==> src/sv/msp_pkg.sv <==
package msp_pkg;

  // Framing characters
  localparam logic [7:0] CH_START = 8'h24;  // '$'
  localparam logic [7:0] CH_V1    = 8'h4D;  // 'M'
  localparam logic [7:0] CH_V2    = 8'h58;  // 'X'
  localparam logic [7:0] CH_REQ   = 8'h3C;  // '<'
  localparam logic [7:0] CH_RSP   = 8'h3E;  // '>'
  localparam logic [7:0] CH_ERR   = 8'h21;  // '!'
  localparam logic [7:0] CH_ESC   = 8'hFF;  // jumbo length / tunnel command

  // Message type codes
  localparam logic [1:0] TY_REQ = 2'd0;
  localparam logic [1:0] TY_RSP = 2'd1;
  localparam logic [1:0] TY_ERR = 2'd2;

  // Frame version codes
  localparam logic [2:0] VER_V1       = 3'd0;
  localparam logic [2:0] VER_V1_JUMBO = 3'd1;
  localparam logic [2:0] VER_V2       = 3'd2;
  localparam logic [2:0] VER_V2O1     = 3'd3;
  localparam logic [2:0] VER_V2O1_J   = 3'd4;

  // Result kinds
  localparam logic EV_PAYLOAD = 1'b0;
  localparam logic EV_FRAME   = 1'b1;

  // Register word index (paddr[2])
  localparam logic REG_REQUESTS_ONLY = 1'b0;

  typedef struct packed {
    logic        event_kind;
    logic [7:0]  payload_byte;
    logic [15:0] payload_index;
    logic [15:0] command_code;
    logic [1:0]  message_type;
    logic [2:0]  frame_version;
    logic [7:0]  frame_flag;
    logic [15:0] frame_length;
    logic [7:0]  received_checksum;
  } msp_result_t;

endpackage

==> src/sv/msp_cfg_regs.sv <==
module msp_cfg_regs import msp_pkg::*; (
  input  logic        clk_i,
  input  logic        rst_ni,
  input  logic        psel,
  input  logic        penable,
  input  logic        pwrite,
  input  logic [2:0]  paddr,
  input  logic [31:0] pwdata,
  output logic [31:0] prdata,
  output logic        pready,
  output logic        requests_only_o
);

  logic requests_only_q, requests_only_d;
  logic wr_en;

  assign pready = 1'b1;
  assign wr_en  = psel && penable && pwrite && (paddr[2] == REG_REQUESTS_ONLY);

  always_comb begin
    requests_only_d = requests_only_q;
    if (wr_en) begin
      requests_only_d = pwdata[0];
    end
  end

  always_ff @(posedge clk_i or negedge rst_ni) begin
    if (!rst_ni) begin
      requests_only_q <= 1'b1;
    end else begin
      requests_only_q <= requests_only_d;
    end
  end

  // Low two address bits are the byte offset within the word
  assign prdata = (paddr[2] == REG_REQUESTS_ONLY) ? {31'd0, requests_only_q} : 32'd0;
  assign requests_only_o = requests_only_q;

endmodule

==> src/sv/msp_fsm.sv <==
module msp_fsm import msp_pkg::*; (
  input  logic        clk_i,
  input  logic        rst_ni,
  input  logic        accept_i,
  input  logic [7:0]  byte_i,
  input  logic        requests_only_i,
  output logic        res_valid_o,
  output msp_result_t res_o
);

  typedef enum logic [4:0] {
    ST_IDLE, ST_START, ST_TYPE_V1, ST_LEN_V1, ST_JLEN_LO, ST_JLEN_HI,
    ST_CMD_V1, ST_PAY_V1, ST_FLAG_T, ST_CMDLO_T, ST_CMDHI_T, ST_LENLO_T,
    ST_LENHI_T, ST_PAY_T, ST_INNER_CK_T, ST_CK_V1, ST_TYPE_V2, ST_FLAG_V2,
    ST_CMDLO_V2, ST_CMDHI_V2, ST_LENLO_V2, ST_LENHI_V2, ST_PAY_V2, ST_CK_V2
  } state_e;

  state_e      state_q, state_d;
  logic [15:0] count_q, count_d;
  logic [15:0] length_q, length_d;
  logic [15:0] command_q, command_d;
  logic [1:0]  type_q, type_d;
  logic [2:0]  version_q, version_d;
  logic [7:0]  flag_q, flag_d;

  logic        ty_ok;
  logic [1:0]  ty_code;
  logic [15:0] count_inc;
  logic [15:0] len_full;
  logic        last_pay;
  logic        pass_frame;

  always_comb begin
    unique case (byte_i)
      CH_REQ: begin
        ty_ok   = 1'b1;
        ty_code = TY_REQ;
      end
      CH_RSP: begin
        ty_ok   = 1'b1;
        ty_code = TY_RSP;
      end
      CH_ERR: begin
        ty_ok   = 1'b1;
        ty_code = TY_ERR;
      end
      default: begin
        ty_ok   = 1'b0;
        ty_code = TY_ERR;
      end
    endcase
  end

  assign count_inc  = count_q + 16'd1;
  assign len_full   = {byte_i, length_q[7:0]};
  assign last_pay   = (count_inc >= length_q);
  assign pass_frame = !(requests_only_i && (type_q != TY_REQ));

  always_comb begin
    state_d     = state_q;
    count_d     = count_q;
    length_d    = length_q;
    command_d   = command_q;
    type_d      = type_q;
    version_d   = version_q;
    flag_d      = flag_q;
    res_valid_o = 1'b0;
    res_o       = '0;
    if (accept_i) begin
      unique case (state_q)
        ST_IDLE: begin
          if (byte_i == CH_START) begin
            state_d = ST_START;
          end
        end
        ST_START: begin
          if (byte_i == CH_V1) begin
            state_d = ST_TYPE_V1;
          end else if (byte_i == CH_V2) begin
            state_d = ST_TYPE_V2;
          end else begin
            state_d = ST_IDLE;
          end
        end
        ST_TYPE_V1: begin
          if (ty_ok) begin
            type_d  = ty_code;
            flag_d  = 8'd0;
            state_d = ST_LEN_V1;
          end else begin
            state_d = ST_IDLE;
          end
        end
        ST_LEN_V1: begin
          if (byte_i == CH_ESC) begin
            version_d = VER_V1_JUMBO;
            state_d   = ST_JLEN_LO;
          end else begin
            length_d  = {8'd0, byte_i};
            version_d = VER_V1;
            state_d   = ST_CMD_V1;
          end
        end
        ST_JLEN_LO: begin
          length_d = {8'd0, byte_i};
          state_d  = ST_JLEN_HI;
        end
        ST_JLEN_HI: begin
          length_d = len_full;
          state_d  = ST_CMD_V1;
        end
        ST_CMD_V1: begin
          if (byte_i == CH_ESC) begin
            version_d = (version_q == VER_V1) ? VER_V2O1 : VER_V2O1_J;
            state_d   = ST_FLAG_T;
          end else begin
            command_d = {8'd0, byte_i};
            count_d   = 16'd0;
            state_d   = (length_q != 16'd0) ? ST_PAY_V1 : ST_CK_V1;
          end
        end
        ST_FLAG_T, ST_FLAG_V2: begin
          flag_d  = byte_i;
          state_d = (state_q == ST_FLAG_T) ? ST_CMDLO_T : ST_CMDLO_V2;
        end
        ST_CMDLO_T, ST_CMDLO_V2: begin
          command_d = {8'd0, byte_i};
          state_d   = (state_q == ST_CMDLO_T) ? ST_CMDHI_T : ST_CMDHI_V2;
        end
        ST_CMDHI_T, ST_CMDHI_V2: begin
          command_d = {byte_i, command_q[7:0]};
          state_d   = (state_q == ST_CMDHI_T) ? ST_LENLO_T : ST_LENLO_V2;
        end
        ST_LENLO_T, ST_LENLO_V2: begin
          length_d = {8'd0, byte_i};
          state_d  = (state_q == ST_LENLO_T) ? ST_LENHI_T : ST_LENHI_V2;
        end
        ST_LENHI_T: begin
          length_d = len_full;
          count_d  = 16'd0;
          state_d  = (len_full != 16'd0) ? ST_PAY_T : ST_INNER_CK_T;
        end
        ST_LENHI_V2: begin
          length_d = len_full;
          count_d  = 16'd0;
          state_d  = (len_full != 16'd0) ? ST_PAY_V2 : ST_CK_V2;
        end
        ST_PAY_V1, ST_PAY_T, ST_PAY_V2: begin
          res_valid_o         = 1'b1;
          res_o.event_kind    = EV_PAYLOAD;
          res_o.payload_byte  = byte_i;
          res_o.payload_index = count_q;
          count_d             = count_inc;
          if (last_pay) begin
            unique case (state_q)
              ST_PAY_V1: state_d = ST_CK_V1;
              ST_PAY_T:  state_d = ST_INNER_CK_T;
              default:   state_d = ST_CK_V2;
            endcase
          end
        end
        ST_INNER_CK_T: begin
          state_d = ST_CK_V1;
        end
        ST_CK_V1, ST_CK_V2: begin
          // Checksum is forwarded as received; drop non-requests when filtering
          state_d                 = ST_IDLE;
          res_valid_o             = pass_frame;
          res_o.event_kind        = EV_FRAME;
          res_o.command_code      = command_q;
          res_o.message_type      = type_q;
          res_o.frame_version     = version_q;
          res_o.frame_flag        = flag_q;
          res_o.frame_length      = length_q;
          res_o.received_checksum = byte_i;
        end
        ST_TYPE_V2: begin
          version_d = VER_V2;
          if (ty_ok) begin
            type_d  = ty_code;
            state_d = ST_FLAG_V2;
          end else begin
            state_d = ST_IDLE;
          end
        end
        default: begin
          state_d = ST_IDLE;
        end
      endcase
    end
  end

  always_ff @(posedge clk_i or negedge rst_ni) begin
    if (!rst_ni) begin
      state_q   <= ST_IDLE;
      count_q   <= 16'd0;
      length_q  <= 16'd0;
      command_q <= 16'd0;
      type_q    <= TY_ERR;
      version_q <= VER_V2;
      flag_q    <= 8'd0;
    end else begin
      state_q   <= state_d;
      count_q   <= count_d;
      length_q  <= length_d;
      command_q <= command_d;
      type_q    <= type_d;
      version_q <= version_d;
      flag_q    <= flag_d;
    end
  end

`ifndef ASSERT_OFF
  a_pay_index_in_range: assert property (@(posedge clk_i) disable iff (!rst_ni)
    (res_valid_o && (res_o.event_kind == EV_PAYLOAD)) |-> (res_o.payload_index < length_q))
    else $error("payload index beyond declared length");

  a_filter_requests: assert property (@(posedge clk_i) disable iff (!rst_ni)
    (res_valid_o && (res_o.event_kind == EV_FRAME) && requests_only_i)
      |-> (res_o.message_type == TY_REQ))
    else $error("non-request frame end passed the filter");
`endif

endmodule

==> src/sv/msp_out_buf.sv <==
module msp_out_buf import msp_pkg::*; (
  input  logic        clk_i,
  input  logic        rst_ni,
  input  logic        push_i,
  input  msp_result_t push_data_i,
  output logic        space_o,
  output logic        out_valid_o,
  output msp_result_t out_data_o,
  input  logic        out_ready_i
);

  logic        out_valid_q, out_valid_d;
  logic        skid_valid_q, skid_valid_d;
  msp_result_t out_data_q, out_data_d;
  msp_result_t skid_data_q, skid_data_d;

  always_comb begin
    out_valid_d  = out_valid_q;
    out_data_d   = out_data_q;
    skid_valid_d = skid_valid_q;
    skid_data_d  = skid_data_q;
    if (!out_valid_q || out_ready_i) begin
      // Output stage frees up: advance skid, or take the new beat directly
      if (skid_valid_q) begin
        out_valid_d  = 1'b1;
        out_data_d   = skid_data_q;
        skid_valid_d = push_i;
        skid_data_d  = push_data_i;
      end else begin
        out_valid_d = push_i;
        out_data_d  = push_data_i;
      end
    end else if (push_i) begin
      // Output stalled: hold the new beat in the skid stage
      skid_valid_d = 1'b1;
      skid_data_d  = push_data_i;
    end
  end

  always_ff @(posedge clk_i or negedge rst_ni) begin
    if (!rst_ni) begin
      out_valid_q  <= 1'b0;
      skid_valid_q <= 1'b0;
    end else begin
      out_valid_q  <= out_valid_d;
      skid_valid_q <= skid_valid_d;
    end
  end

  always_ff @(posedge clk_i) begin
    out_data_q  <= out_data_d;
    skid_data_q <= skid_data_d;
  end

  assign space_o     = !skid_valid_q;
  assign out_valid_o = out_valid_q;
  assign out_data_o  = out_data_q;

`ifndef ASSERT_OFF
  a_skid_behind_out: assert property (@(posedge clk_i) disable iff (!rst_ni)
    skid_valid_q |-> out_valid_q)
    else $error("skid stage holds a beat while the output stage is empty");

  a_no_overflow: assert property (@(posedge clk_i) disable iff (!rst_ni)
    skid_valid_q |-> !push_i)
    else $error("beat pushed into a full buffer");

  a_stall_fills_skid: assert property (@(posedge clk_i) disable iff (!rst_ni)
    (out_valid_q && !out_ready_i && push_i) |=> skid_valid_q)
    else $error("beat lost while the output was stalled");
`endif

endmodule

==> src/sv/msp_frame_parser.sv <==
// Byte-serial frame parser for MultiWii Serial Protocol V1, V1 jumbo, V2 and
// V2-over-V1 frames. One received byte is taken per beat on rx_byte_i, and a
// byte may be accepted in every clock cycle while in_ready_o is high: the
// framing state machine updates in the cycle of acceptance and its result (a
// payload byte with its index, or a frame-end record with command, type,
// version, flag, length and the raw checksum) is registered in the result
// register, or in the skid register while the output stalls. This two-entry
// stage lets a byte be accepted while one result waits; in_ready_o drops only
// when both entries are full. Header, start and checksum bytes other than the
// last give no result; the checksum is not verified. With requests_only set
// (the reset value) frame ends of responses and errors are dropped. Register 0
// at address 0 bit 0 is requests_only; write it only while the parser is idle.
module msp_frame_parser import msp_pkg::*; (
  input  logic        clk_i,
  input  logic        rst_ni,
  input  logic        psel,
  input  logic        penable,
  input  logic        pwrite,
  input  logic [2:0]  paddr,
  input  logic [31:0] pwdata,
  output logic [31:0] prdata,
  output logic        pready,
  input  logic        in_valid_i,
  output logic        in_ready_o,
  input  logic [7:0]  rx_byte_i,
  output logic        out_valid_o,
  input  logic        out_ready_i,
  output logic        event_kind_o,
  output logic [7:0]  payload_byte_o,
  output logic [15:0] payload_index_o,
  output logic [15:0] command_code_o,
  output logic [1:0]  message_type_o,
  output logic [2:0]  frame_version_o,
  output logic [7:0]  frame_flag_o,
  output logic [15:0] frame_length_o,
  output logic [7:0]  received_checksum_o
);

  logic        requests_only;
  logic        accept;
  logic        res_valid;
  logic        space;
  msp_result_t res;
  msp_result_t out_data;

  assign in_ready_o = space;
  assign accept     = in_valid_i && space;

  msp_cfg_regs u_regs (
    .clk_i          (clk_i),
    .rst_ni         (rst_ni),
    .psel           (psel),
    .penable        (penable),
    .pwrite         (pwrite),
    .paddr          (paddr),
    .pwdata         (pwdata),
    .prdata         (prdata),
    .pready         (pready),
    .requests_only_o(requests_only)
  );

  msp_fsm u_fsm (
    .clk_i          (clk_i),
    .rst_ni         (rst_ni),
    .accept_i       (accept),
    .byte_i         (rx_byte_i),
    .requests_only_i(requests_only),
    .res_valid_o    (res_valid),
    .res_o          (res)
  );

  msp_out_buf u_out (
    .clk_i      (clk_i),
    .rst_ni     (rst_ni),
    .push_i     (res_valid),
    .push_data_i(res),
    .space_o    (space),
    .out_valid_o(out_valid_o),
    .out_data_o (out_data),
    .out_ready_i(out_ready_i)
  );

  assign event_kind_o        = out_data.event_kind;
  assign payload_byte_o      = out_data.payload_byte;
  assign payload_index_o     = out_data.payload_index;
  assign command_code_o      = out_data.command_code;
  assign message_type_o      = out_data.message_type;
  assign frame_version_o     = out_data.frame_version;
  assign frame_flag_o        = out_data.frame_flag;
  assign frame_length_o      = out_data.frame_length;
  assign received_checksum_o = out_data.received_checksum;

endmodule

==> config.mk <==
export PLATFORM = sky130hd
export DESIGN_NAME = msp_frame_parser
export DESIGN_NICKNAME = d
export VERILOG_FILES = /design/src/sv/msp_pkg.sv /design/src/sv/msp_cfg_regs.sv /design/src/sv/msp_fsm.sv /design/src/sv/msp_out_buf.sv /design/src/sv/msp_frame_parser.sv
export SDC_FILE = /design/constraint.sdc
export NUM_CORES = 1
export LEC_CHECK = 0
export BUFFER_PORTS_ARGS = -buffer_cell sky130_fd_sc_hd__buf_2
export CAP_MARGIN = 10
export CORE_MARGIN = 3
export CORE_UTILIZATION = 51
export DETAILED_ROUTE_END_ITERATION = 12
export PLACE_DENSITY = 0.79
export SYNTH_ARGS = -nofsm -noshare
export SYNTH_HDL_FRONTEND = slang
export SYNTH_SLANG_ARGS = --single-unit
==> constraint.sdc <==
create_clock -name clk_i -period 5.55 [get_ports clk_i]
set_input_delay 0.2775 -clock clk_i [delete_from_list [all_inputs] [get_ports clk_i]]
set_output_delay 0.2775 -clock clk_i [all_outputs]
set_load 0.05 [all_outputs]
---- Word-level counts from Yosys, hierarchy flattened ----
Cells that the tools add are included.
operators by class
  mux-type cells .......................... 45
  reduce and logical (&&, ||, !) cells .... 43
  equality and inequality tests ........... 37
  bitwise logic cells ..................... 3
  $add $sub $neg .......................... 1
  order comparisons ....................... 1
operators with widths
  kind                                                   number
  two-way mux 78 bit                                     5
  case mux 16 bit (3 select lines)                       3
  case mux 5 bit (16 select lines)                       1
  two-way mux 53 bit                                     1
  two-way mux 5 bit                                      10
  equality test 5 x 4 -> 1 bit, second input constant    8
  equality test 5 bit, second input constant             8
  equality test 8 x 6 -> 1 bit, second input constant    4
  two-way mux 16 bit                                     2
  nonzero test 16 bit                                    2
  two-way mux 24 bit                                     1
  AND reduction 3 bit                                    7
  equality test 5 x 3 -> 1 bit, second input constant    4
  adder 16 x 1 -> 16 bit, second input constant          1
  equality test 8 x 7 -> 1 bit, second input constant    2
  >= comparator 16 bit                                   1
  case mux 8 bit (2 select lines)                        1
  OR reduction 2 bit                                     7
  nonzero test 3 bit                                     4
  OR reduction 3 bit                                     4
  equality test 5 x 2 -> 1 bit, second input constant    2
  two-way mux 1 bit                                      10
  inequality test 2 x 1 -> 1 bit, second input constant  5
  case mux 5 bit (2 select lines)                        1
  19 further kinds                                       36
storage, ports and cells
  flip-flop bits (word level) ............. 225
  input port bits ......................... 50
  output and inout bits ................... 113

---- Logic depth before layout (Yosys ltp) ----
Gate-level depths: netlist (run 1).
  depth in word-level cells ............... 7
  gate-level depth with buffers ........... 14
  mapped depth without buffers ............ 12

---- By module ----
Synthesis (run 1) repeated with hierarchy kept, for this count alone.
second synthesis, totals
  cell total of the unflattened synthesis .. 840
  area total of the unflattened synthesis .. 11,059.4 um^2
by module, submodules not included
  module            area each (um^2)  cells an instance  instances
  msp_out_buf       6,115.9           251                1
  msp_fsm           4,634.4           550                1
  msp_cfg_regs      302.8             38                 1
  msp_frame_parser  6.3               1                  1

---- Least setup slack after synthesis (run 1) ----
No wires, ideal clock.
  path type ............................... reg2reg
  start ................................... reg u_fsm.state_q[4]
  end ..................................... reg u_out.skid_data_q[0] in the netlist's numbering (enable)
  setup time .............................. 0.540 ns
  cell stages (with the launch flop) ...... 8
  slack ................................... -0.396 ns
  data required time ...................... 5.010 ns
  data arrival time ....................... 5.406 ns
  buffers on the path ..................... 2
  path through ............................ dfrtp_1 > buf_2 > nor2b_1 > nor2_1 > nor3_1 > buf_2 > a21oi_1 > a21oi_1
between the ends
  cells in the longest elaborated chain, start to end .. 6
RTL lines
  what                                                      line               source
  from (decl)                                               msp_fsm.sv:18      state_e state_q, state_d;
  from (signal assigned)                                    msp_fsm.sv:203     state_q <= state_d;
  equality test 5 x 3 -> 1 bit (tied with other cells)      msp_fsm.sv:70      unique case (state_q)
  OR reduction 3 bit or OR reduction 2 bit (tied branches)  msp_fsm.sv:70
  case mux 1 bit (2 select lines) (*)                       msp_fsm.sv:70
  two-way mux 1 bit (*)                                     msp_fsm.sv:69      if (accept_i) begin
  nonzero test 2 bit (no line) (*)                          -
  AND reduction 2 bit (no line) (*)                         -
  to (signal assigned)                                      msp_out_buf.sv:52  skid_data_q <= skid_data_d;
  to (decl)                                                 msp_out_buf.sv:15  msp_result_t skid_data_q, skid_data_d;
Every way passes the cells marked *; elsewhere a longest branch is shown, timed or not.
A chain may end at the register's enable or synchronous reset.

---- Final worst setup path (run 1) ----
  start ................................... reg u_fsm.state_q[4]
  end ..................................... reg u_out.skid_data_q[55] in the netlist's numbering (enable)
The elaborated chain is that of the path after synthesis.

==> metrics.cfg, run 1 <==
[outcome]
outcome=finished with violations
failed_checks=hold timing

[route]
ant_nets=0
first_pass_iters=5
dr.first_iter.drc_count=619
drt-total-wl_um=21600
wl_per_cell_um=18.1
drcViolationCount=0
num_vias=6727
drt-vias-per-instance=5.65

[clock_network]
cts_tree=yes
clock-root-buffer=clkbuf_16
cts_buffer_depth=3
clk_pin_slew_ps=60
cts_buffers=22
h-tree-depth=1
clk_latency_ps=500
clock-sinks=225
cts-hold-fix-buffers=0
cts_resized=0
cts_setup_buffers=0

[worst_setup_path]
cp.required_ps=5710
arrival_ps=3940
worst-setup-path-type=reg2reg
rrSetupSlack_ps=1770
critPathMaxStageDelay_ps=770
path_cells=nor2b_1 -> nor2_1 -> buf_4 -> nor3_2 -> buf_4 -> a21oi_1 -> a21oi_4 -> buf_4
worst_setup_path_end_kind=flip-flop
cp_max_fo=41
cp.buffers_inverters=3
path_common_cell=buf_4
r2r.worst_path.cells=8
timing.rr.end=u_out.skid_data_q[55]$_DFFE_PP_
worst_path_max_delay_cell=dfrtp_1
crit-reg2reg-launch=u_fsm.state_q[4]$_DFFE_PN0P_
startpoint_type=flip-flop
crit_family=buffers and inverters

[yosys]
ys.flop_type=edfxtp_1
yosys.area_share.xor_xnor_pct=1.73
postSynth.asyncResetShare_pct=30.7
synth.avg_cell_area_um2=12.1
synth_area_mm2=0.0101
synth_seq_cells=225
synth.distinct_cells=54
synthAdderAreaFrac_pct=2.10
synth_compound_area_share_pct=12.8
synth_seq_area_share_pct=63.2
synth_edf_count=156
syn_inst=838
synth_mux_area_share_pct=1.21
yosysWarnings=0
yosys.area_share.simple_pct=13.4
synth_top_family_by_area=simple AND/OR/NAND/NOR gates

[sta]
setup_tns_ps=0
min_period_ps=3780
max_freq_mhz=265
setup_viol=0
rsz0062_at_grt=no
hold_viol=15
holdWs_ps=-8.85
worstMarginPinSlew_ps=916
setup_ws_ps=1770
slew_viol_final=0
relSlewSlack_pct=38.9
finClkSkew_ps=14.3
timing.final.crit_share_pct=68.0

[run]
drv_cap=0

[global_route]
globalRouteOverflowTotal=0
grt_pass1_wl_um=35000
grt_usage_pct=19.8
grt_pass1_vias=6588
grt_max_degree=82
antenna_found_initial=0

[final_layout]
register_area_mm2=0.00642
design_area_mm2=0.0115
areaGrowthSynthToFinish_pct=12.9
nets=982
multiInputGateArea_mm2=0.00331
fillers=1549
diodes=0
drive_gt1_share_pct=18.2
post-route-util_pct=59.9

[pwr]
vdd_drop_max_mv=0.203
finalPower_mw=6.04
leakage_nw=5.44
powerDensity_mw_per_mm2=527

[place]
gp_congestion=0.863
io_buffer_count=97
dp_slack_ps=1820
hpwl_um=13500
post_dp_cell_area_mm2=0.0107

[die]
pin_count=163
die_x_um=147
start_util_pct=53.0
row_count=50
die_h_um=147
coreArea_mm2=0.0191
dieArea_mm2=0.0216

[min_path]
hp-class=in2async

## how the worst max path moves through the flow
stage / start / to / depth (start not counted)
after floorplan: u_fsm.state_q[4]$_DFFE_PN0P_ / u_out.skid_data_q[0]$_DFFE_PP_ / 7
after global placement: u_fsm.state_q[4]$_DFFE_PN0P_ / u_out.skid_data_q[55]$_DFFE_PP_ / 8
after detailed placement: u_fsm.state_q[4]$_DFFE_PN0P_ / u_out.skid_data_q[55]$_DFFE_PP_ / 8
after CTS: u_fsm.state_q[4]$_DFFE_PN0P_ / u_out.skid_data_q[55]$_DFFE_PP_ / 8
after global routing: u_fsm.state_q[4]$_DFFE_PN0P_ / u_out.skid_data_q[17]$_DFFE_PP_ / 8
final: u_fsm.state_q[4]$_DFFE_PN0P_ / u_out.skid_data_q[55]$_DFFE_PP_ / 8
## synthesized netlist by cell type, drive strengths merged (3+ instances only)
| cell | count | area, um^2 |
|---|---|---|
| nand2 | 75 | 282 |
| nor4 | 19 | 119 |
| nor3 | 12 | 60.1 |
| nand2b | 5 | 31.3 |
| dfrtp | 66 | 1650 |
| mux2 | 10 | 113 |
| and3 | 7 | 43.8 |
| clkbuf | 42 | 161 |
| nor2b | 8 | 50.1 |
| buf | 45 | 315 |
| dfstp | 3 | 78.8 |
| o21ai | 50 | 250 |
| a21o | 80 | 601 |
| a22o | 8 | 70.1 |
| xnor2 | 10 | 87.6 |
| edfxtp | 156 | 4680 |
| o22ai | 4 | 25.0 |
| inv | 20 | 75.1 |
| a31oi | 6 | 37.5 |
| xor2 | 10 | 87.6 |
| nor2 | 27 | 101 |
| a211oi | 3 | 22.5 |
| nand3 | 26 | 130 |
| o31ai | 13 | 97.6 |
| nand4 | 10 | 62.6 |
| and2 | 63 | 397 |
| a21oi | 17 | 85.1 |
| ha | 17 | 213 |
## metal layers
metal  vias up  routed length, um  GRT usage, %
met3        41               1510          3.21
met1      3281               9490          27.7
li1       3136                  -             -
met4         0                477          6.43
met2       269              10100          32.1
met5         -                  0             0
## flip-flops by register name, indices dropped and copies added, names as in the netlist
register	count
u_fsm.flag_q	8
u_fsm.state_q	5
u_fsm.count_q	16
u_out.out_valid_o	1
u_regs.requests_only_o	1
u_out.skid_data_q	78
u_fsm.command_q	16
u_fsm.type_q	2
u_out.out_data_o	78
u_fsm.version_q	3
u_out.skid_valid_q	1
u_fsm.length_q	16
## cell usage in the layout (no fill, tap or decap), drive strengths merged, types with 3 or more instances in the layout
cell	instances
nor2	27
o22ai	4
a21o	80
a31oi	6
conb	32
edfxtp	156
buf	110
ha	17
nand3	26
o31ai	13
nor4	19
o21ai	50
nor3	12
clkbuf	25
nand2	75
nand4	10
clkinv	11
a22o	8
xor2	10
nand2b	5
dfstp	3
and2	63
bufinv	3
mux2	10
inv	20
a211oi	3
nor2b	8
xnor2	10
dfrtp	66
and3	7
a21oi	17
## cell type report
type	instances	area share (%)
well taps	260	2.84
repair buffers	110	5.20
inverters	20	0.666
clock buffers	25	5.09
flip-flops and latches	225	56.0
clock inverters	14	1.29
multi-input cells	536	28.9
## cell families (layout without fill, tap and decap cells)
logic type / Yosys count / count (layout)
AND/OR/NAND/NOR: 263 / 263
flip-flops: 225 / 225
AO/OA/AOI/OAI: 193 / 193
buffers and inverters: 107 / 169
XOR/XNOR: 20 / 20
adder cells (fa/ha/maj): 17 / 17
multiplexers: 11 / 11
other: 2 / 32
## metrics by stage
step	cells	hold slack (ps)
6_report	1190	-8.85
5_1_grt	1190	39.7
4_1_cts	1190	27.0
3_5_place_dp	1151	483
3_3_place_gp	1151	473
2_1_floorplan	868	-18.1
## power breakdown
group          internal, mW  total [mW]  switching, mW
clock                 0.895        1.51          0.615
combinational         0.525        1.96           1.43
sequential             2.31        2.57          0.263
total                  3.73        6.04           2.31
Power figures use the tool's default switching activity.
==> inputs of run 2 (changes only) <==
- CORE_UTILIZATION: 51 -> 57
- PLACE_DENSITY: 0.79 -> 0.83
- clock period: 5.55 -> 3.6 ns (I/O delays scaled with it)
==> run 2 against run 1 <==
  * The run now ends clean
  * Clock-buffer cell count increased by 3
  * Sequential power increased by 54%
  * Non-clock buffer count increased by 7
  * Combinational power increased by 57%
  * Hold slack improved by 78 ps
  * Final cell count decreased by 2.4%
  * Setup slack got worse by 1400 ps
  * Critical path type unchanged
  * Critical endpoint is now u_fsm.state_q[4]$_DFFE_PN0P_
  * Highest routed layer unchanged
==> metrics.cfg, run 2 (synthesis results as in run 1) <==
[outcome]
outcome=finished, final reports clean  ; was finished with violations

[final_layout]
design_area_mm2=0.0115  ; about the same
drive_gt1_share_pct=18.4  ; was 18.2%
fillers=1225  ; was 1549
nets=989  ; was 982
mostFrequentLayoutCells=edfxtp_1, buf_2, a21o_1  ; unchanged
post-route-util_pct=66.1  ; was 59.9%
diodes=0  ; unchanged
multiInputGateArea_mm2=0.00331  ; unchanged
finalNonFillerCells=1162  ; was 1190
areaGrowthSynthToFinish_pct=13.1  ; was 12.9%
register_area_mm2=0.00642  ; unchanged
final_common_cell=edfxtp_1  ; unchanged

[global_route]
globalRouteOverflowTotal=0  ; unchanged
grt_usage_pct=22.7  ; was 19.8%
grt_pass1_vias=6763  ; was 6588
grt_max_degree=81  ; was 82
grt_pass1_wl_um=35900  ; was 35000 um
antenna_found_initial=0  ; unchanged

[worst_setup_path]
cp.required_ps=4020  ; was 5710 ps
critPathMaxStageDelay_ps=450  ; was 770 ps
arrival_ps=3600  ; was 3940 ps
worst_setup_path_end_kind=flip-flop  ; unchanged
worst-setup-path-type=reg2reg  ; unchanged
path_cells=ha_1 -> nand4_1 -> nor3_1 -> buf_4 -> nand3_1 -> xnor2_1 -> ha_1 -> nand4_1 -> a211o_1 -> o32ai_1 -> o41a_2 -> nor2_1 -> a31oi_1  ; was nor2b_1 -> nor2_1 -> buf_4 -> nor3_2 -> buf_4 -> a21oi_1 -> a21oi_4 -> buf_4
worst_path_max_delay_cell=dfrtp_1  ; unchanged
cp_max_fo=8  ; was 41
startpoint_type=flip-flop  ; unchanged

[sta]
hold_viol=0  ; was 15
relSlewSlack_pct=28.8  ; was 38.9%
slew_viol_final=0  ; unchanged
min_period_ps=3190  ; was 3780 ps
timing.final.crit_share_pct=88.6  ; was 68.0%
max_freq_mhz=314  ; was 265 MHz
rsz0062_at_grt=no  ; unchanged
setup_ws_ps=412  ; was 1770 ps
setup_tns_ps=0  ; unchanged
finClkSkew_ps=11.8  ; was 14.3 ps
holdWs_ps=68.7  ; was -8.85 ps
setup_viol=0  ; unchanged
worstMarginPinSlew_ps=1070  ; was 916 ps

[die]
coreArea_mm2=0.0174  ; was 0.0191 mm^2
start_util_pct=58.5  ; was 53.0%
dieArea_mm2=0.0194  ; was 0.0216 mm^2
row_count=48  ; was 50
die_x_um=139  ; was 147 um
die_h_um=139  ; was 147 um
pin_count=163  ; unchanged

[place]
io_buffer_count=97  ; unchanged
placedCellCount=1121  ; was 1151
hpwl_um=13900  ; was 13500 um
gp_congestion=0.890  ; was 0.863
post_dp_cell_area_mm2=0.0107  ; about the same
dp_slack_ps=467  ; was 1820 ps

[route]
wl_per_cell_um=19.0  ; was 18.1 um
drt-total-wl_um=22000  ; was 21600 um
num_vias=6816  ; was 6727
dr.first_iter.drc_count=699  ; was 619
drt-vias-per-instance=5.87  ; was 5.65
ant_nets=0  ; unchanged
drcViolationCount=0  ; unchanged
first_pass_iters=5  ; unchanged

[clock_network]
clk_latency_ps=500  ; about the same
clock-root-buffer=clkbuf_16  ; unchanged
cts_buffers=22  ; unchanged
cts_resized=0  ; unchanged
cts_buffer_depth=3  ; unchanged
clock-sinks=225  ; unchanged
cts_tree=yes  ; unchanged
clk_pin_slew_ps=60  ; about the same
h-tree-depth=1  ; unchanged

[min_path]
hp-class=in2reg  ; was in2async

[pwr]
powerDensity_mw_per_mm2=816  ; was 527 mW/mm^2
pwr-share-seq_pct=42.3  ; was 42.5%
p_int_mw=5.79  ; was 3.73 mW
finalPower_mw=9.36  ; was 6.04 mW
leakage_nw=5.47  ; was 5.44 nW
switching_power_mw=3.57  ; was 2.31 mW
vdd_drop_max_mv=0.657  ; was 0.203 mV
switching_share_pct=38.2  ; was 38.3%
p_clk_share_pct=24.8  ; was 25.0%
power_frac_comb_pct=32.9  ; was 32.4%

[run]
drv_cap=0  ; unchanged

run 2: per-layer routing:
layer | share of wire, % | GRT usage (%) | wire (um) | vias up
li1 | - | - | - | 3130
met1 | 43 | 32.3 | 9460 | 3345
met2 | 48 | 36.6 | 10600 | 292
met3 | 6.8 | 3.40 | 1500 | 49
met4 | 2.2 | 7.26 | 483 | 0
met5 | 0 | 0 | 0 | -
run 2: final cells by class:
cell class	count	share of cell area [%]
sequential	225	55.9
inverter	20	0.665
clock inverter	11	1.12
timing repair buffer	117	5.69
tap	225	2.45
multi-input combinational	536	28.9
clock buffer	28	5.27
run 2: timing repair:
action,4_1_cts,5_1_grt
setup buffers,0,0
hold buffers,2,0
endpoints found under the hold margin,17,0
run 2: path summary, 6_finish.rpt:
check / startpoint / endpoint / slack, ps / depth (start not counted)
worst max-delay path: u_fsm.count_q[0]$_DFFE_PN0P_ / u_fsm.state_q[4]$_DFFE_PN0P_ / 410 / 13
worst min-delay path: penable / u_regs.requests_only_o$_DFFE_PN1P_ / 70 / 3
worst max register to register: u_fsm.count_q[0]$_DFFE_PN0P_ / u_fsm.state_q[4]$_DFFE_PN0P_ / 410 / 13
worst min register to register: u_fsm.version_q[1]$_DFFE_PN1P_ / u_fsm.version_q[1]$_DFFE_PN1P_ / 480 / 2
max in group asynchronous: rst_ni / u_regs.requests_only_o$_DFFE_PN1P_ / 2590 / 3
min in group asynchronous: rst_ni / u_fsm.state_q[1]$_DFFE_PN0P_ / 150 / 2
run 2: worst max-delay path, delay by kind of cell (launching register included):
kind,cells,cell delay (ps)
compound gates,4,1000
simple gates,5,730
fa+ha+maj,2,600
flops,1,450
buf+inv,1,160
xor+xnor,1,160
run 2: power by group through the flow:
stage / Clock, mW / Sequential [mW] / Combinational, mW
3_3_place_gp: 0 / 3.96 / 2.98
4_1_cts: 2.35 / 3.96 / 3.09
2_1_floorplan: 0 / 4.72 / 1.57
3_5_place_dp: 0 / 4.00 / 3.06
5_1_grt: 2.48 / 4.04 / 3.33
6_report: 2.32 / 3.96 / 3.08
==> inputs of run 3 (changes only) <==
- CORE_MARGIN: 3 -> default
==> run 3 against run 2 <==
  * Die area decreased by 5.7%
  * Utilization decreased by 0.22 points
  * Cell area decreased by 0.34%
  * Highest routed layer unchanged
  * Hold slack got worse by 16 ps
  * Critical path type unchanged
  * Fmax decreased by 2.8%
==> metrics.cfg, run 3 (synthesis results as in run 1) <==
[outcome]
outcome=finished, final reports clean  ; unchanged

[global_route]
globalRouteOverflowTotal=0  ; unchanged
grtUsageMet2_pct=38.2  ; was 36.6%
grt_pass1_wl_um=34000  ; was 35900 um
grt_usage_pct=23.8  ; was 22.7%
grt_max_degree=81  ; unchanged
grt_util_met3_pct=3.74  ; was 3.40%
top_usage_layer=met2  ; unchanged
grt_pass1_vias=6546  ; was 6763
antenna_found_initial=0  ; unchanged
gr-usage-met1_pct=33.6  ; was 32.3%

[route]
wl_per_cell_um=18.1  ; was 19.0 um
first_pass_iters=5  ; unchanged
num_vias=6746  ; was 6816
drt-vias-per-instance=5.79  ; was 5.87
dr.first_iter.drc_count=565  ; was 699
drt-total-wl_um=21100  ; was 22000 um
drcViolationCount=0  ; unchanged
ant_nets=0  ; unchanged

[die]
die_h_um=135  ; was 139 um
start_util_pct=58.5  ; unchanged
die_x_um=135  ; was 139 um
pin_count=163  ; unchanged
coreArea_mm2=0.0174  ; unchanged
row_count=48  ; unchanged
dieArea_mm2=0.0183  ; was 0.0194 mm^2

[sta]
setup_tns_ps=0  ; unchanged
rsz0062_at_grt=no  ; unchanged
worstMarginPinSlew_ps=888  ; was 1070 ps
min_period_ps=3280  ; was 3190 ps
finClkSkew_ps=13.9  ; was 11.8 ps
timing.final.crit_share_pct=91.1  ; was 88.6%
setup_viol=0  ; unchanged
slew_viol_final=0  ; unchanged
max_freq_mhz=305  ; was 314 MHz
relSlewSlack_pct=40.8  ; was 28.8%
hold_viol=0  ; unchanged

[worst_setup_path]
worst-setup-path-type=reg2reg  ; unchanged
cp_max_fo=8  ; unchanged
startpoint_type=flip-flop  ; unchanged
path_common_cell=and3_1
rrSetupSlack_ps=320  ; was 410 ps
worst_path_max_delay_cell=o41a_2  ; was dfrtp_1
crit_path_end=u_fsm.state_q[1]$_DFFE_PN0P_  ; was u_fsm.state_q[4]$_DFFE_PN0P_
timing.rr.end=u_fsm.state_q[1]$_DFFE_PN0P_  ; was u_fsm.state_q[4]$_DFFE_PN0P_
arrival_ps=3650  ; was 3600 ps
startpoint=u_fsm.count_q[2]$_DFFE_PN0P_  ; was u_fsm.count_q[0]$_DFFE_PN0P_
crit-reg2reg-launch=u_fsm.count_q[2]$_DFFE_PN0P_  ; was u_fsm.count_q[0]$_DFFE_PN0P_
cp.required_ps=3970  ; was 4020 ps
path_cells=and3_1 -> and3_1 -> and3_1 -> nand3_1 -> xnor2_1 -> ha_1 -> a211oi_1 -> o21bai_1 -> o41a_2 -> nor2_1 -> a41oi_2  ; was ha_1 -> nand4_1 -> nor3_1 -> buf_4 -> nand3_1 -> xnor2_1 -> ha_1 -> nand4_1 -> a211o_1 -> o32ai_1 -> o41a_2 -> nor2_1 -> a31oi_1
r2r.worst_path.cells=11  ; was 13
critPathMaxStageDelay_ps=580  ; was 450 ps
worst_setup_path_end_kind=flip-flop  ; unchanged

[place]
post_dp_cell_area_mm2=0.0107  ; about the same
gp_congestion=0.868  ; was 0.890
io_buffer_count=97  ; unchanged
hpwl_um=13400  ; was 13900 um

[final_layout]
diodes=0  ; unchanged
nets=991  ; was 989
fillers=1265  ; was 1225
areaGrowthSynthToFinish_pct=12.7  ; was 13.1%
final_common_cell=edfxtp_1  ; unchanged
register_area_mm2=0.00642  ; unchanged
multiInputGateArea_mm2=0.00331  ; unchanged
drive_gt1_share_pct=18.1  ; was 18.4%
design_area_mm2=0.0114  ; was 0.0115 mm^2
mostFrequentLayoutCells=edfxtp_1, buf_2, a21o_1  ; unchanged

[clock_network]
cts_buffers=22  ; unchanged
h-tree-depth=1  ; unchanged
clk_pin_slew_ps=60  ; about the same
cts_setup_buffers=0  ; unchanged
cts_tree=yes  ; unchanged
cts_buffer_depth=3  ; unchanged
clk_latency_ps=500  ; about the same
clock-sinks=225  ; unchanged
clock-root-buffer=clkbuf_16  ; unchanged

[pwr]
finalPower_mw=9.17  ; was 9.36 mW
leakage_nw=5.45  ; was 5.47 nW
vdd_drop_max_mv=0.518  ; was 0.657 mV
powerDensity_mw_per_mm2=802  ; was 816 mW/mm^2

[min_path]
hp-class=in2reg  ; unchanged

[run]
drv_cap=0  ; unchanged

## run 3: how the worst min path moves through the flow
stage                      start                            endpoint  slack (ps)  cells after the start
finish                   penable  u_regs.requests_only_o$_DFFE_PN1P_          50                      3
global route              pwrite  u_regs.requests_only_o$_DFFE_PN1P_          60                      3
CTS                 rx_byte_i[1]         u_fsm.type_q[0]$_DFFE_PN0P_          50                      3
detailed placement        rst_ni        u_fsm.count_q[2]$_DFFE_PN0P_         210                      1
global placement          rst_ni        u_fsm.count_q[2]$_DFFE_PN0P_         210                      1
floorplan                 rst_ni      u_fsm.command_q[0]$_DFFE_PN0P_        -120                      0
## run 3: where the power goes
part / internal (mW) / leakage [nW] / switching, mW
logic: 0.848 / 2.58 / 2.28
clock network: 1.21 / 0.325 / 0.907
registers: 3.56 / 2.54 / 0.371
total: 5.62 / 5.45 / 3.55
## run 3: per-layer routing
| layer | vias to the layer above | wire, um |
|---|---|---|
| met4 | 0 | 369 |
| met1 | 3267 | 9270 |
| met5 | - | 0 |
| li1 | 3150 | - |
| met2 | 298 | 9960 |
| met3 | 31 | 1500 |
## run 3: metrics by stage
step                      setup WS (ps)  hold slack, ps  util, %  cells
after floorplan                     225            -116        -    868
after global placement              538             207     61.9   1123
final                               319            53.1     65.9   1165
after CTS                           359            48.9     65.9   1165
after global routing               96.3            59.3     65.9   1165
after detailed placement            438             206     61.9   1123
## run 3: what timing repair did
item,4_1_cts,5_1_grt
resized for setup,0,0
hold buffers,2,0
endpoints found under the hold margin,25,0
## run 3: worst max-delay path, delay by kind of cell, from the launching register on
kind / cells / cell delay (ps)
AO/OA/AOI/OAI: 4 / 1000
XOR/XNOR: 1 / 260
adder cells (fa/ha/maj): 1 / 300
flip-flops: 1 / 460
AND/OR/NAND/NOR: 5 / 1100
## run 3: final cells by class
cell class / instances / share of cell area [%]
Sequential cell: 225 / 56.1
Multi-Input combinational cell: 536 / 29.0
Timing Repair Buffer: 119 / 5.95
Clock buffer: 33 / 5.54
Tap cell: 225 / 2.46
Inverter: 20 / 0.667
Clock inverter: 7 / 0.295
